**config.mk**
```make
export PLATFORM = sky130hd
export DESIGN_NAME = qle_calc
export DESIGN_NICKNAME = d
export VERILOG_FILES = /design/src/qle_pkg.sv /design/src/qle_calc.sv
export SDC_FILE = /design/constraint.sdc
export NUM_CORES = 1
export LEC_CHECK = 0
export BUFFER_PORTS_ARGS = -buffer_cell sky130_fd_sc_hd__buf_2
export CORE_ASPECT_RATIO = 0.6
export CORE_MARGIN = 2
export CORE_UTILIZATION = 40
export DETAILED_ROUTE_END_ITERATION = 10
export GPL_TIMING_DRIVEN = 0
export PLACE_DENSITY = 0.77
export SETUP_SLACK_MARGIN = 0.5
export SLEW_MARGIN = 20
export SYNTH_ARGS = -nofsm -noshare
export SYNTH_HDL_FRONTEND = slang
export SYNTH_SLANG_ARGS = --single-unit
```
**constraint.sdc**
```tcl
create_clock -name vclk -period 11
set_clock_uncertainty 0.1 [all_clocks]
set_input_delay 1.1 -clock vclk [all_inputs]
set_output_delay 1.1 -clock vclk [all_outputs]
set_load 0.02 [all_outputs]
```
**src/qle_pkg.sv**
```systemverilog
// ----------------------------------------------------------------------------
// qle_pkg
// Types and constants for the quota limit enforcer.
// ----------------------------------------------------------------------------
package qle_pkg;
   localparam int ACCOUNTS = 256;
   localparam int QUOTA_TYPES = 2;
   localparam int ACC_W = $clog2(ACCOUNTS);
   localparam int ENTRIES = 2 * ACCOUNTS;
   localparam int ENT_W = $clog2(ENTRIES);
   localparam logic [31:0] GRACE_RST = 32'd604800;

   localparam logic [1:0] OP_CHARGE = 2'd0;
   localparam logic [1:0] OP_SETLIM = 2'd1;
   localparam logic [1:0] OP_SETUSE = 2'd2;
   localparam logic [1:0] OP_READ   = 2'd3;

   localparam logic [1:0] ST_OK    = 2'd0;
   localparam logic [1:0] ST_HARD  = 2'd1;
   localparam logic [1:0] ST_GRACE = 2'd2;

   localparam logic [1:0] NT_NONE  = 2'd0;
   localparam logic [1:0] NT_HARD  = 2'd1;
   localparam logic [1:0] NT_SOFT  = 2'd2;
   localparam logic [1:0] NT_GRACE = 2'd3;

   localparam logic CSR_BLOCK_GRACE = 1'b0;
   localparam logic CSR_INODE_GRACE = 1'b1;

   typedef struct packed {
      logic [1:0]  op;
      logic        resource;
      logic [7:0]  account_a;
      logic        account_a_valid;
      logic [7:0]  account_b;
      logic        account_b_valid;
      logic signed [31:0] change;
      logic        enforce;
      logic        owner_match;
      logic [31:0] first_value;
      logic [31:0] second_value;
      logic [31:0] now;
   } req_type;

   typedef struct packed {
      logic [1:0]  status;
      logic [1:0]  notice;
      logic [31:0] usage;
      logic [31:0] soft_limit;
      logic [31:0] hard_limit;
      logic [31:0] deadline;
      logic        over_flag;
   } rsp_type;

   typedef struct packed {
      logic [31:0] usage;
      logic [31:0] soft_lim;
      logic [31:0] hard;
      logic [31:0] deadline;
      logic        over;
   } entry_type;

   localparam int ENTRY_W = $bits(entry_type);
endpackage

```
**src/qle_calc.sv**
```systemverilog
// ----------------------------------------------------------------------------
// qle_calc
// Per-entry update logic for one read-modify-write step.
// ----------------------------------------------------------------------------
module qle_calc (
   input  qle_pkg::req_type   req,
   input  qle_pkg::entry_type cur,
   input  logic [31:0]        grace,
   input  logic               check,
   output qle_pkg::entry_type nxt,
   output logic [1:0]         status,
   output logic [1:0]         notice
);
   import qle_pkg::*;

   logic [32:0] sum;
   logic [32:0] dif;
   logic [31:0] mag;
   logic [31:0] dl_new;
   logic        ge_hard, ge_soft;

   always_comb begin
      mag = 32'(-req.change);
      sum = {1'b0, cur.usage} + {1'b0, req.change};
      dif = {1'b0, cur.usage} - {1'b0, mag};
      dl_new = req.now + grace;
      ge_hard = sum >= {1'b0, cur.hard};
      ge_soft = sum >= {1'b0, cur.soft_lim};
      nxt = cur;
      status = ST_OK;
      notice = NT_NONE;
      case (req.op)
         OP_CHARGE: begin
            if (req.change[31]) begin
               nxt.usage = dif[32] ? 32'd0 : dif[31:0];
               nxt.over = 1'b0;
            end else if (req.change != 0) begin
               if (check) begin
                  if (cur.hard != 0 && ge_hard) begin
                     status = ST_HARD;
                     if (!cur.over && req.owner_match) begin
                        notice = NT_HARD;
                        nxt.over = 1'b1;
                     end
                  end else if (cur.soft_lim != 0 && ge_soft) begin
                     if (cur.usage < cur.soft_lim) begin
                        nxt.deadline = dl_new;
                        if (req.owner_match) notice = NT_SOFT;
                     end else if (req.now > cur.deadline) begin
                        status = ST_GRACE;
                        if (!cur.over && req.owner_match) begin
                           notice = NT_GRACE;
                           nxt.over = 1'b1;
                        end
                     end
                  end
               end else begin
                  nxt.usage = sum[32] ? 32'hFFFF_FFFF : sum[31:0];
               end
            end
         end
         OP_SETLIM: begin
            if (req.first_value != 0 && cur.usage >= req.first_value &&
                (cur.soft_lim == 0 || cur.usage < cur.soft_lim)) begin
               nxt.deadline = dl_new;
            end
            nxt.soft_lim = req.first_value;
            nxt.hard = req.second_value;
            if (cur.usage < req.first_value) nxt.over = 1'b0;
         end
         OP_SETUSE: begin
            if (cur.soft_lim != 0 && cur.usage < cur.soft_lim &&
                req.first_value >= cur.soft_lim) begin
               nxt.deadline = dl_new;
            end
            nxt.usage = req.first_value;
            if (req.first_value < cur.soft_lim) nxt.over = 1'b0;
         end
         default: begin
         end
      endcase
   end
endmodule

```
==> reports/qor.yml <==
setup_path:
  worst_setup_path_end_kind: "output port"
  crit_path_top_delay_cell: "xnor2_1"
  max_stage_delay_ns: 0.85
  crit_required_ns: 9.80
  critPathArrivalTime_ns: 8.15
  critical_path_class: "primary input to output port"
  start_kind: "primary input"
  path_max_fanout: 10
detailed_routing:
  drt_iter0_markers: 1765
  wl_met3_mm: 7.71
  first_pass_iters: 8
  drtAntennaViolNets: 0
  top_layer: "met4"
  num_vias: 16300
  route.detailed.drc: 0
  wl_met1_mm: 28.6
  wl_met2_mm: 25.0
  avgViaCountPerCell: 6.22
  wl_per_cell_microns: 24.0
  finalWirelength_mm: 62.8
layout:
  fin_nets: 2808
  seq_cell_count: 0
  nClkBuffers: 0
  area_growth_pct: 21.7
  seqCellArea_sq_um: 0
  layout-drive-gt1-share_pct: 20.6
global_routing:
  track_usage_pct: 36.7
  grt_antenna_before_repair: 5
  grt_max_degree: 11
  grt_overflow: 0
  grt_pass1_wl_mm: 90.7
  grt_pass1_vias: 15000
floorplanning:
  core_sq_um: 30000
  io_pins: 446
  die_area_sq_um: 31900
  fp.dieH_microns: 139
  die_x_microns: 229
  initial_core_util_pct: 40.7
  rows: 49
logic_synthesis:
  synth_top_area_share_pct: 29.5
  synthCells: 1778
  yosys.area_share.simple_pct: 21.6
  ys_top_cells_by_area: "ha_1 (29%), o21ai_0 (6.8%), a21oi_1 (6.2%)"
  synth.net_count: 2381
  syn_avg_cell_area_sq_um: 6.86
  synth_top_family_by_area: "compound AO/OA/AOI/OAI gates"
  ys_warn_count: 0
  synthMuxAreaShare_pct: 3.72
  netlist_area_sq_um: 12200
  synth_cell_types: 73
  yosysSeqAreaShare_pct: 0
  synthAdderAreaFrac_pct: 29.9
  synth_compound_area_share_pct: 30.4
  synth-xor-area-share_pct: 7.69
  yosysTopAreaCell: "ha_1"
sta:
  tightest_slew_ns: 1.05
  tns_ns: 0
  fin_crit_ns: 9.35
  fmax_mhz: 107
  final_max_slew_viol_count: 0
  finalSetupViolCount: 0
  max-slew-margin-rel_pct: 29.2
  fin_ws_ns: 1.65
  fin_crit_sh_pct: 85.0
  grt_setup_unrepaired: "false"
  hold_viol: 0
placed_design:
  dp_hpwl_mm: 55.0
  pre_cts_slack_ns: 1.97
  portBuffers: 425
  gp_congestion: 1.06
pwr:
  comb_power_share_pct: 100.0
  swShare_pct: 64.8
  clkPwrFrac_pct: 0
  leakagePower_uw: 0.00770
  powerDensity_nw_per_um2: 67.8
  internal_power_uw: 355
  power_uw: 1010
  pwr-share-seq_pct: 0
  ir_worst_vdd_uv: 29.1
  power.switching_uw: 652
flow_run:
  cap_viol_max_count: 0
cts:
  cts_resized: 0
  post_cts_buffers: 0
  hold_buffers: 0
worst_hold_path:
  hold_class: "primary input to output port"
  holdCritStartpoint: "req[61]"
  worstHoldEndpoint: "nxt[62]"
  hold_depth: 4
status:
  status: "complete, no violations"
==> critical path, delay by kind of cell <==
family	cells	cell delay (ns)
buffers and inverters	5	0.77
and+or+nand+nor	7	1.37
xor gates and xnor gates	1	0.85
muxes	1	0.32
AOI/OAI and AO/OA	9	2.81
adders and majority gates	3	0.90
==> power by group through the flow <==
stage | sequential [uW] | combinational (uW) | clock [uW]
floorplan | 0 | 593 | 0
CTS | 0 | 967 | 0
detailed placement | 0 | 963 | 0
finish | 0 | 1010 | 0.0000487
global placement | 0 | 940 | 0
global route | 0 | 1080 | 0.0000365
==> through the flow <==
stage	cell area, sq um	util, %	std cells	hold WS, ns
floorplan	12200	-	1778	2.18
global placement	14800	49.5	2611	2.42
detailed placement	14800	49.5	2611	2.42
CTS	14800	49.5	2611	2.42
global route	14800	49.5	2614	2.44
finish	14800	49.5	2615	2.42
==> layout make-up <==
class	count	area [sq um]
Antenna cell	4	10.0
Buffer	48	203
Fill cell	3103	15100
Inverter	162	608
Multi-Input combinational cell	1568	11400
Tap cell	408	510
Timing Repair Buffer	425	2130
==> synth_stat cells, types with 5 or more instances <==
library cell and instances:
nand4_1 54, a21o_1 48, o211ai_1 17, and3_1 16, o31a_1 6, a211oi_1 25, nand3_1 38, a22o_1 6
and2_1 6, nand3b_1 5, inv_1 161, a211o_1 5, a221oi_1 9, o21a_1 15, o21bai_1 11, a31oi_1 16
mux2i_1 33, buf_1 6, xnor2_1 55, a22oi_1 6, o221ai_1 21, xor2_1 52, nor2_1 103, a21oi_1 150
o21ai_0 166, nand2b_1 24, ha_1 287, nand2_1 188, a2111oi_0 6, nor3_1 30, o22ai_1 21, nor2b_1 9
or4_1 6, mux2_4 6, or2_2 5, clkbuf_1 38, o31ai_1 14, nor4_1 40, a21boi_0 11
==> how the worst max path moves through the flow <==
| stage | start | cells past startpoint | slack [ns] | endpoint |
|---|---|---|---|---|
| 2_1_floorplan | req[98] | 24 | 3.92 | nxt[10] |
| 3_3_place_gp | cur[97] | 26 | 2.10 | nxt[31] |
| 3_5_place_dp | cur[97] | 26 | 1.97 | nxt[31] |
| 4_1_cts | cur[97] | 26 | 1.93 | nxt[31] |
| 5_1_grt | cur[97] | 26 | 1.40 | nxt[15] |
| 6_report | cur[97] | 26 | 1.65 | nxt[31] |
==> per-layer routing <==
layer / vias up / track usage, %
met3: 90 / 9.12
met4: 0 / 8.44
met1: 7667 / 54.4
met2: 971 / 52.3
li1: 7531 / -
met5: - / 0
==> kinds of logic (layout without fill, tap and decap cells) <==
group	count (synthesis)	after routing
and+or+nand+nor	541	541
AOI/OAI and AO/OA	588	588
buffers and inverters	210	635
other	0	4
muxes	42	42
xor gates and xnor gates	107	107
adders and majority gates	290	290
==> cell usage in the layout, fill, tap and decap left out, drive strengths merged, types with 30 or more instances in the layout <==
cell / count
nand2: 188
nor3: 30
inv: 162
nor4: 40
ha: 287
buf: 435
o21ai: 167
a21o: 48
mux2i: 33
xor2: 52
nand4: 54
nor2: 103
clkbuf: 38
xnor2: 55
nand3: 38
a21oi: 150
Note: power is estimated with default switching activity, not from simulation.
